## src/hw/rtl/wmt_pkg.sv

```systemverilog
// ----------------------------------------------------------------------------
// wmt_pkg
// shared types, register and mode codes, and q16.48 arithmetic helpers
// ----------------------------------------------------------------------------
`default_nettype none

package wmt_pkg;

  localparam int CFG_AW = 6;

  // register indexes (byte address / 8)
  localparam logic [2:0] REG_SIZE_X      = 3'd0;
  localparam logic [2:0] REG_SIZE_Y      = 3'd1;
  localparam logic [2:0] REG_SIZE_Z      = 3'd2;
  localparam logic [2:0] REG_ACTIVE_AXES = 3'd3;
  localparam logic [2:0] REG_TIME_STEP   = 3'd4;
  localparam logic [2:0] REG_HM_COEF     = 3'd5;

  // request modes
  localparam logic [1:0] MODE_LOAD_CELL  = 2'd0;
  localparam logic [1:0] MODE_LOAD_WIDTH = 2'd1;
  localparam logic [1:0] MODE_READ       = 2'd2;

  localparam logic [63:0] SMAX = 64'h7FFF_FFFF_FFFF_FFFF;
  localparam logic [63:0] SMIN = 64'h8000_0000_0000_0000;

  typedef struct packed {
    logic        sat;
    logic [63:0] val;
  } sval_t;

  function automatic logic [63:0] mag_of(input logic [63:0] x);
    return x[63] ? (64'd0 - x) : x;
  endfunction

  // floor((a+b)/2) without overflow
  function automatic logic [63:0] favg(input logic [63:0] a, input logic [63:0] b);
    logic [63:0] t;
    t = a ^ b;
    return (a & b) + {t[63], t[63:1]};
  endfunction

  function automatic sval_t ssub(input logic [63:0] a, input logic [63:0] b);
    sval_t       s;
    logic [63:0] r;
    r = a - b;
    s.sat = (a[63] ^ b[63]) & (a[63] ^ r[63]);
    s.val = s.sat ? (a[63] ? SMIN : SMAX) : r;
    return s;
  endfunction

  // sign and magnitude back to two's complement with saturation
  function automatic sval_t pack_q(input logic [63:0] mag, input logic neg, input logic over);
    sval_t s;
    if (!neg) begin
      s.sat = over || (mag > SMAX);
      s.val = s.sat ? SMAX : mag;
    end else begin
      s.sat = over || (mag > SMIN);
      s.val = s.sat ? SMIN : (64'd0 - mag);
    end
    return s;
  endfunction

endpackage

`default_nettype wire

```

## src/hw/rtl/wmt_mul.sv

```systemverilog
// ----------------------------------------------------------------------------
// wmt_mul
// q16.48 multiply, one 32x32 partial product per cycle, saturated result
// ----------------------------------------------------------------------------
`default_nettype none

module wmt_mul (
  input  logic          clk,
  input  logic          rst,
  input  logic          start,
  input  logic [63:0]   a,
  input  logic [63:0]   b,
  output logic          done,
  output wmt_pkg::sval_t res
);
  import wmt_pkg::*;

  logic [63:0]  x;
  logic [63:0]  y;
  logic         neg;
  logic         run;
  logic [2:0]   k;
  logic [127:0] acc;
  logic [127:0] pp_sh;
  logic [31:0]  xs;
  logic [31:0]  ys;
  logic [63:0]  pp;
  logic [63:0]  m;

  always_comb begin
    xs = k[1] ? x[63:32] : x[31:0];
    ys = k[0] ? y[63:32] : y[31:0];
    pp = xs * ys;
    case (k[1:0])
      2'd0:    pp_sh = {64'd0, pp};
      2'd3:    pp_sh = {pp, 64'd0};
      default: pp_sh = {32'd0, pp, 32'd0};
    endcase
    m = acc[111:48];
  end

  always_ff @(posedge clk) begin
    if (rst) begin
      run  <= 1'b0;
      done <= 1'b0;
      k    <= '0;
    end else begin
      done <= 1'b0;
      if (start) begin
        x   <= mag_of(a);
        y   <= mag_of(b);
        neg <= a[63] ^ b[63];
        acc <= '0;
        k   <= '0;
        run <= 1'b1;
      end else if (run) begin
        if (k[2]) begin
          res  <= pack_q(m, neg && (m != 64'd0), |acc[127:112]);
          done <= 1'b1;
          run  <= 1'b0;
        end else begin
          acc <= acc + pp_sh;
          k   <= k + 3'd1;
        end
      end
    end
  end

endmodule

`default_nettype wire

```

## config.mk

```make
export PLATFORM = sky130hd
export DESIGN_NAME = wmt_mul
export DESIGN_NICKNAME = d
export VERILOG_FILES = /design/src/hw/rtl/wmt_pkg.sv /design/src/hw/rtl/wmt_mul.sv
export SDC_FILE = /design/constraint.sdc
export NUM_CORES = 2
export LEC_CHECK = 0
export BUFFER_PORTS_ARGS = -buffer_cell sky130_fd_sc_hd__buf_4
export CAP_MARGIN = 25
export CELL_PAD_IN_SITES_DETAIL_PLACEMENT = 2
export CELL_PAD_IN_SITES_GLOBAL_PLACEMENT = 2
export CORE_ASPECT_RATIO = 2
export CORE_MARGIN = 2
export CORE_UTILIZATION = 30
export DETAILED_ROUTE_END_ITERATION = 8
export HOLD_SLACK_MARGIN = 0.08
export PLACE_DENSITY = 0.65
export REMOVE_ABC_BUFFERS = 1
export SYNTH_ARGS = -nofsm -noshare
export SYNTH_HDL_FRONTEND = slang
export SYNTH_SLANG_ARGS = --single-unit
export TNS_END_PERCENT = 20
```

## constraint.sdc

```tcl
create_clock -name clk -period 16.2 [get_ports clk]
set_input_delay 3.24 -clock clk [delete_from_list [all_inputs] [get_ports clk]]
set_output_delay 3.24 -clock clk [all_outputs]
set_load 0.02 [all_outputs]
```

==> impl_metrics.yaml <==
status:
  outcome: "finished clean"
synthesis:
  yosysMostFrequentCell: "inv_1"
  synth_top_area_share_pct: 31.0
  yosys.area.top_type: "fa_1"
  yosysWarnings: 0
  ys_types: 76
  async_flop_share_pct: 0
  netlist_area_um2: 57900
  postSynthCellCount: 6558
  ys_ff_latch: 327
  ys_seq_area_share_pct: 16.9
  synth_common_cells: "inv_1, fa_1, nor2_1"
  synth-edff-count: 322
  avgSynthCellArea_um2: 8.83
  synth_top_cells_by_area: "fa_1, edfxtp_1, ha_1"
  ys.flop_type: "edfxtp_1"
clock_network:
  cts.sinks: 327
  cts_buffer_depth: 3
  cts_hold_buf: 0
  root_buffer: "clkbuf_16"
  cts_resized: 0
  worstSkewPairLatency_ns: 0.68
  clk_pin_slew_ns: 0.08
  cts_inserted_buffers: 41
  cts_setup_buffers: 0
  tritoncts: "yes"
  htreeDepth: 2
global_routing:
  first_global_vias: 54300
  overflow: 0
  grt_start_max_net_pins: 71
  gr-usage-all-layers_pct: 25.4
  antenna_found_initial: 9
  grt_pass1_wl_um: 370000
timing:
  worst_pin_slew_ns: 1.15
  holdWs_ns: 0.526
  final_hold_viol_count: 0
  worst_clock_skew_ns: 0.0607
  rsz0062_at_grt: "no"
  slew_headroom_pct: 22.6
  slew_viol_final: 0
  finalSetupViolCount: 0
  min_period_ns: 14.29
  tns_ns: 0
  post-route-period-util_pct: 88.2
  fmax_ghz: 0.0700
route:
  dr.first_iter.drc_count: 2591
  routedWlPerCell_um: 27.0
  antenna_left: 0
  via_per_inst: 5.27
  firstDrtPassIters: 5
  num_vias: 48300
  drcViolationCount: 0
  routed_wl_um: 248000
cells_and_area:
  postLayoutCoreUtil_pct: 33.3
  area_growth_pct: 10.5
  drive_gt1_share_pct: 8.17
  multi_input_area_um2: 43700
  n_fill_cell: 21700
  regArea_um2: 9780
  nets: 8041
worst_setup_path:
  start_kind: "register"
  cpPeakStageDelay_ns: 0.97
  r2r_slack_ns: 1.91
  arrival_ns: 14.71
  cp.required_ns: 16.62
  crit_slowest_cell: "dfxtp_4"
  end_kind: "register"
  cpMostUsedCell: "fa_1"
  path_max_fanout: 51
  crit_type: "reg2reg"
worst_hold_path:
  worst_hold_path_type: "reg2reg"
floorplan:
  die_area_um2: 197000
  die_x_um: 315
  die_h_um: 625
  row_count: 228
  io-pin-count: 197
  core_um2: 192000
  start_util_pct: 30.1
place:
  place.gp.congestion: 0.914
  port_buffers: 196
  dp_hpwl_um: 208000
job:
  cap_violations: 0
## metrics by stage
stage / instance area, µm² / std cells / setup WS [ns]
final: 64000 / 9177 / 1.91
after global routing: 64000 / 9174 / 1.14
after CTS: 63900 / 9167 / 1.90
after detailed placement: 62500 / 9092 / 1.95
after global placement: 62500 / 9090 / 2.03
after floorplan: 56700 / 6249 / 3.03
## cell type report
cell class                      count  share of cell area [%]
Clock buffer                       46                    1.70
Inverter                          956                    5.61
Tap cell                         2530                    4.95
Antenna cell                        4                  0.0156
Clock inverter                     29                   0.399
Timing Repair Buffer              319                    3.83
Sequential cell                   327                    15.3
Multi-Input combinational cell   4966                    68.2
## cells by family (layout without fill, tap and decap cells)
logic type,count (synthesis),in the layout,share of synthesized area [%]
buffers and inverters,1265,1350,8.24
DFF,327,327,16.9
other,0,4,0
AOI/OAI and AO/OA,1052,1052,11.8
and+or+nand+nor,2187,2187,16.5
xor gates and xnor gates,301,301,4.55
muxes,127,127,2.34
adders and majority gates,1299,1299,39.7
## per-layer routing
metal	routed length, µm	track usage (%)	up-vias
met1	105000	32.6	25600
li1	-	-	21600
met5	28	0	-
met3	8130	2.13	294
met4	11800	10.6	4
met2	123000	43.8	926
## registers in the layout (all words and copies together), names as in the netlist
register,cells
acc,128
res,65
x,64
y,64
k,3
done,1
neg,1
run,1
## path summary, 6_finish.rpt
| path | from | endpoint | depth (start not counted) |
|---|---|---|---|
| max | k[0] | acc[97] | 42 |
| min | run | k[2] | 2 |
| max reg2reg | k[0] | acc[97] | 42 |
| min reg2reg | run | k[2] | 2 |
## layout by cell type, fill, tap and decap left out, drive strengths merged, types with 62 or more instances in the layout
master,count
mux2i,62
inv,962
buf,319
a21o,100
mux2,65
o21ai,248
ha,402
nor2,876
edfxtp,322
xor2,64
fa,897
nand2,756
and2,68
nand4,78
a21oi,291
nor3,102
xnor2,237
## worst max-delay path: cells and delay by family, from the launching register on
kind | cells | cell delay (ns)
adders and majority gates | 10 | 5.00
AOI/OAI and AO/OA | 14 | 4.29
and+or+nand+nor | 7 | 1.11
DFF | 1 | 0.97
muxes | 1 | 0.96
buffers and inverters | 8 | 0.91
xor gates and xnor gates | 2 | 0.76
Power is not shown: default switching activity piles up to over one toggle a cycle in this logic, so the estimate is an artifact.
