$ cat config.mk
export PLATFORM = sky130hd
export DESIGN_NAME = wmt_div
export DESIGN_NICKNAME = d
export VERILOG_FILES = /design/src/hw/rtl/wmt_pkg.sv /design/src/hw/rtl/wmt_div.sv
export SDC_FILE = /design/constraint.sdc
export NUM_CORES = 1
export LEC_CHECK = 0
export BUFFER_PORTS_ARGS = -buffer_cell sky130_fd_sc_hd__buf_2
export CAP_MARGIN = 10
export CORE_UTILIZATION = 45
export DETAILED_ROUTE_END_ITERATION = 6
export GPL_ROUTABILITY_DRIVEN = 0
export GPL_TIMING_DRIVEN = 0
export PLACE_DENSITY = 0.62
export SLEW_MARGIN = 20
export SYNTH_ARGS = -nofsm -noshare
export SYNTH_HDL_FRONTEND = slang
export SYNTH_SLANG_ARGS = --single-unit
export TNS_END_PERCENT = 50
$ cat constraint.sdc
create_clock -name clk -period 11.7 [get_ports clk]
set_input_delay 0.585 -clock clk [delete_from_list [all_inputs] [get_ports clk]]
set_output_delay 0.585 -clock clk [all_outputs]
set_load 0.1 [all_outputs]
$ cat src/hw/rtl/wmt_pkg.sv
// ----------------------------------------------------------------------------
// wmt_pkg
// shared types, register and mode codes, and q16.48 arithmetic helpers
// ----------------------------------------------------------------------------
`default_nettype none

package wmt_pkg;

  localparam int CFG_AW = 6;

  // register indexes (byte address / 8)
  localparam logic [2:0] REG_SIZE_X      = 3'd0;
  localparam logic [2:0] REG_SIZE_Y      = 3'd1;
  localparam logic [2:0] REG_SIZE_Z      = 3'd2;
  localparam logic [2:0] REG_ACTIVE_AXES = 3'd3;
  localparam logic [2:0] REG_TIME_STEP   = 3'd4;
  localparam logic [2:0] REG_HM_COEF     = 3'd5;

  // request modes
  localparam logic [1:0] MODE_LOAD_CELL  = 2'd0;
  localparam logic [1:0] MODE_LOAD_WIDTH = 2'd1;
  localparam logic [1:0] MODE_READ       = 2'd2;

  localparam logic [63:0] SMAX = 64'h7FFF_FFFF_FFFF_FFFF;
  localparam logic [63:0] SMIN = 64'h8000_0000_0000_0000;

  typedef struct packed {
    logic        sat;
    logic [63:0] val;
  } sval_t;

  function automatic logic [63:0] mag_of(input logic [63:0] x);
    return x[63] ? (64'd0 - x) : x;
  endfunction

  // floor((a+b)/2) without overflow
  function automatic logic [63:0] favg(input logic [63:0] a, input logic [63:0] b);
    logic [63:0] t;
    t = a ^ b;
    return (a & b) + {t[63], t[63:1]};
  endfunction

  function automatic sval_t ssub(input logic [63:0] a, input logic [63:0] b);
    sval_t       s;
    logic [63:0] r;
    r = a - b;
    s.sat = (a[63] ^ b[63]) & (a[63] ^ r[63]);
    s.val = s.sat ? (a[63] ? SMIN : SMAX) : r;
    return s;
  endfunction

  // sign and magnitude back to two's complement with saturation
  function automatic sval_t pack_q(input logic [63:0] mag, input logic neg, input logic over);
    sval_t s;
    if (!neg) begin
      s.sat = over || (mag > SMAX);
      s.val = s.sat ? SMAX : mag;
    end else begin
      s.sat = over || (mag > SMIN);
      s.val = s.sat ? SMIN : (64'd0 - mag);
    end
    return s;
  endfunction

endpackage

`default_nettype wire

$ cat src/hw/rtl/wmt_div.sv
// ----------------------------------------------------------------------------
// wmt_div
// q16.48 divide by an unsigned width, restoring, one quotient bit per cycle
// ----------------------------------------------------------------------------
`default_nettype none

module wmt_div (
  input  logic          clk,
  input  logic          rst,
  input  logic          start,
  input  logic [63:0]   a,
  input  logic [62:0]   w,
  output logic          done,
  output wmt_pkg::sval_t res
);
  import wmt_pkg::*;

  logic [63:0] ma;
  logic [63:0] r;
  logic [63:0] rs;
  logic [63:0] lo;
  logic [63:0] q;
  logic [62:0] wd;
  logic [6:0]  cnt;
  logic        neg;
  logic        run;
  logic        ge;

  always_comb begin
    ma = mag_of(a);
    rs = {r[62:0], lo[63]};
    ge = rs >= {1'b0, wd};
  end

  always_ff @(posedge clk) begin
    if (rst) begin
      run  <= 1'b0;
      done <= 1'b0;
      cnt  <= '0;
    end else begin
      done <= 1'b0;
      if (start) begin
        neg <= a[63];
        wd  <= w;
        if (w == 63'd0) begin
          // zero width
          res.sat <= 1'b1;
          res.val <= (a == 64'd0) ? 64'd0 : (a[63] ? SMIN : SMAX);
          done    <= 1'b1;
        end else if (ma == 64'd0) begin
          res  <= '0;
          done <= 1'b1;
        end else if ({15'd0, ma[63:16]} >= w) begin
          res  <= pack_q(64'd0, a[63], 1'b1);
          done <= 1'b1;
        end else begin
          r   <= {16'd0, ma[63:16]};
          lo  <= {ma[15:0], 48'd0};
          q   <= '0;
          cnt <= '0;
          run <= 1'b1;
        end
      end else if (run) begin
        if (cnt[6]) begin
          res  <= pack_q(q, neg && (q != 64'd0), 1'b0);
          done <= 1'b1;
          run  <= 1'b0;
        end else begin
          r   <= ge ? (rs - {1'b0, wd}) : rs;
          q   <= {q[62:0], ge};
          lo  <= {lo[62:0], 1'b0};
          cnt <= cnt + 7'd1;
        end
      end
    end
  end

endmodule

`default_nettype wire

==> metrics.csv <==
stage,metric,value,unit
global_route,vias in the first global route,18700,
power_and_ir_drop,P_leak,0.00932,uW
global_route,largest net degree at the start of global routing,26,
floorplan,row count,78,
worst_setup_path,crit path kind,input pin to register,
synthesis,largest area contributor in the netlist,edfxtp_1,
worst_setup_path,CP peak stage delay,0.63,ns
synthesis,flop and latch count out of synthesis,281,
power_and_ir_drop,Switch Pwr,1080,uW
route,Final ANT Viol Nets,0,
clock_tree,# resized after CTS,0,
min_path,min-delay worst type,input pin to register,
power_and_ir_drop,Pwr Total,3270,uW
clock_tree,Num CTS Buffers,35,
worst_setup_path,crit-path max FO,12,
power_and_ir_drop,VDD IR max,0.0914,mV
run_status,status,"finished, violations left",
floorplan,Die H,217,um
worst_setup_path,CP dominant cell by count,buf_4,
timing,fmax,0.129,GHz
clock_tree,CTS Buffer Depth,3,
synthesis,"count leader, synth",edfxtp_1,
timing,Fin. Hold Viols,0,
clock_tree,post-CTS setup buffers,0,
power_and_ir_drop,register share of total power,0.376,
power_and_ir_drop,Pwr per Cell Area,136,nW/um2
timing,max-slew violation count,0,
synthesis,area share of the largest cell type after synthesis,0.392,
power_and_ir_drop,Clk network pwr share,0.349,
synthesis,Post-synth EDFFs,272,
finish,Finished Core Util,0.528,
clock_tree,clk root buf,clkbuf_16,
synthesis,Synth cell types,77,
timing,final hold slack,0.219,ns
power_and_ir_drop,Comb pwr share,0.275,
route,drt first-iter violations,2033,
synthesis,Yosys Warn Count,0,
timing,Fin Setup TNS,0,ns
clock_tree,cts hold-fix bufs,0,
synthesis,Mapped Cells,2317,
worst_setup_path,Critical Path RT,11.94,ns
global_route,Congestion Overflow GR,0,
placed_design,number of I/O port buffers,186,
finish,n_diodes,0,
synthesis,Most used DFF post-synth,edfxtp_1,
power_and_ir_drop,Switching Fraction,0.330,
worst_setup_path,critical path arrival,7.98,ns
synthesis,post-synth net total,2562,
run_status,failing checks,DRC,
route,final WL,70800,um
timing,final setup fails,0,
clock_tree,H-tree Lvls,2,
timing,fin crit period,7.73,ns
power_and_ir_drop,Internal,2190,uW
timing,final clock skew,0.0329,ns
floorplan,die width,217,um
clock_tree,Worst-Skew Late Latency,0.57,ns
floorplan,initial core utilization,0.458,
route,Vias/cell,6.20,
synthesis,ys async rst share,0,
synthesis,post-synthesis sequential area ratio,0.401,
timing,Slew headroom,0.231,
finish,layout cells sized above 1,0.126,
synthesis,mean post-synth cell area,8.99,um2
finish,Final Instance Area,24000,um2
clock_tree,Sinks on Clock Net,281,
worst_setup_path,Bufs and invs on worst path,14,
global_route,initial antenna violation count,0,
synthesis,Synth area leaders,"edfxtp_1 (39%), ha_1 (6.9%), a21oi_1 (4.5%), o21ai_0 (3.3%), nand2_1 (3.3%)",
clock_tree,CTS tree,done,
clock_tree,clk slew on worst S/H paths,0.06,ns
finish,Layout area overhead,15.4,%
timing,RSZ-0062 raised after global routing,no,
floorplan,I/O pins,196,
floorplan,die footprint,47100,um2
route,WL/cell,22.2,um
route,First-pass DRT Iterations,7,
placed_design,post-DP HPWL,54000,um
route,drt drc,1,
placed_design,Post-DP Area,22800,um2
worst_setup_path,CP max-delay cell,a41oi_1,
floorplan,area of the core,45500,um2
route,via count,19700,
finish,nets,2802,
job,total of max-cap violations,0,
global_route,Total GRT Usage,0.294,
worst_setup_path,Crit path max-delay family,buffers and inverters,
global_route,first-pass GRT wire length,107000,um
worst_setup_path,Crit. End Element,register,
synthesis,Synth top cells by count,"edfxtp_1 (272), a21oi_1 (186), nand2_1 (181)",
timing,period utilization,0.661,
worst_setup_path,R2R setup slack,6.16,ns
finish,fillcell total,4330,
worst_setup_path,Startpoint Class,input pin,
synthesis,Mapped Area,20800,um2
timing,pin slew with the least headroom to its limit,1.15,ns
==> sequential cells by signal, summed over array words and instances, names as in the netlist <==
signal / flops
res: 65
q: 64
r: 63
wd: 63
lo: 16
cnt: 7
done: 1
neg: 1
run: 1
==> kinds of logic after synthesis <==
logic type | count (synthesis) | synth area share
compound gates | 655 | 0.202
xor+xnor | 133 | 0.0559
fa+ha+maj | 115 | 0.0695
buf+inv | 293 | 0.0564
flops | 281 | 0.401
mux | 30 | 0.0150
simple gates | 810 | 0.200
==> power groups by stage <==
stage                     logic, uW  registers, uW  clock network, uW
final                           898           1230               1140
after floorplan                 552           1300                  0
after global placement          848           1260                  0
after detailed placement        873           1250                  0
after CTS                       880           1230               1160
after global routing            970           1230               1200
==> placed cells by master (no fill, tap or decap), types with 16 or more instances in the layout <==
cell / Yosys / layout
nand3_1: 47 / 47
a21o_1: 59 / 59
and3_1: 20 / 20
o22ai_1: 39 / 39
ha_1: 114 / 114
buf_2: 2 / 188
xnor2_1: 73 / 73
or3_1: 35 / 35
nor2_1: 176 / 174
clkbuf_1: 115 / 118
xor2_1: 60 / 60
nand2_1: 181 / 181
nor4_1: 55 / 53
edfxtp_1: 272 / 272
or4_1: 30 / 30
nand4_1: 51 / 51
o41ai_1: 20 / 20
inv_1: 161 / 161
a31oi_1: 43 / 43
mux2i_1: 20 / 20
nand2b_1: 16 / 16
nor2b_1: 68 / 68
o31ai_1: 23 / 22
o21ai_0: 137 / 137
nor3_1: 67 / 66
o32ai_1: 24 / 24
clkbuf_16: 0 / 37
o21a_1: 17 / 17
a21oi_1: 186 / 186
==> per-layer routing <==
metal,wire [um],global-route usage
met1,29800,0.390
met2,32300,0.475
met4,2850,0.127
met5,0,0
met3,5850,0.0468
==> metrics by stage <==
step	worst slack [ns]	instances
after floorplan	0.790	2317
after global placement	-4.09	3103
after detailed placement	3.65	3120
after CTS	4.22	3183
after global routing	3.79	3183
final	3.97	3183
==> final cells by class <==
type | instances | area, um2 | share of cell area
buffer | 131 | 566 | 0.0235
clock buffer | 40 | 937 | 0.0390
clock inverter | 23 | 262 | 0.0109
inverter | 162 | 608 | 0.0253
multi-input combinational | 1743 | 11300 | 0.472
sequential | 281 | 8350 | 0.348
tap | 600 | 751 | 0.0313
timing repair buffer | 203 | 1200 | 0.0500
==> worst paths after layout <==
kind                             start      end  cells after the start
worst max-delay path             a[63]  res[46]                     27
worst min-delay path             w[59]   wd[59]                      1
worst max register to register  lo[63]    r[27]                     15
worst min register to register  cnt[0]   cnt[0]                      1
(Power assumes the default switching activity.)
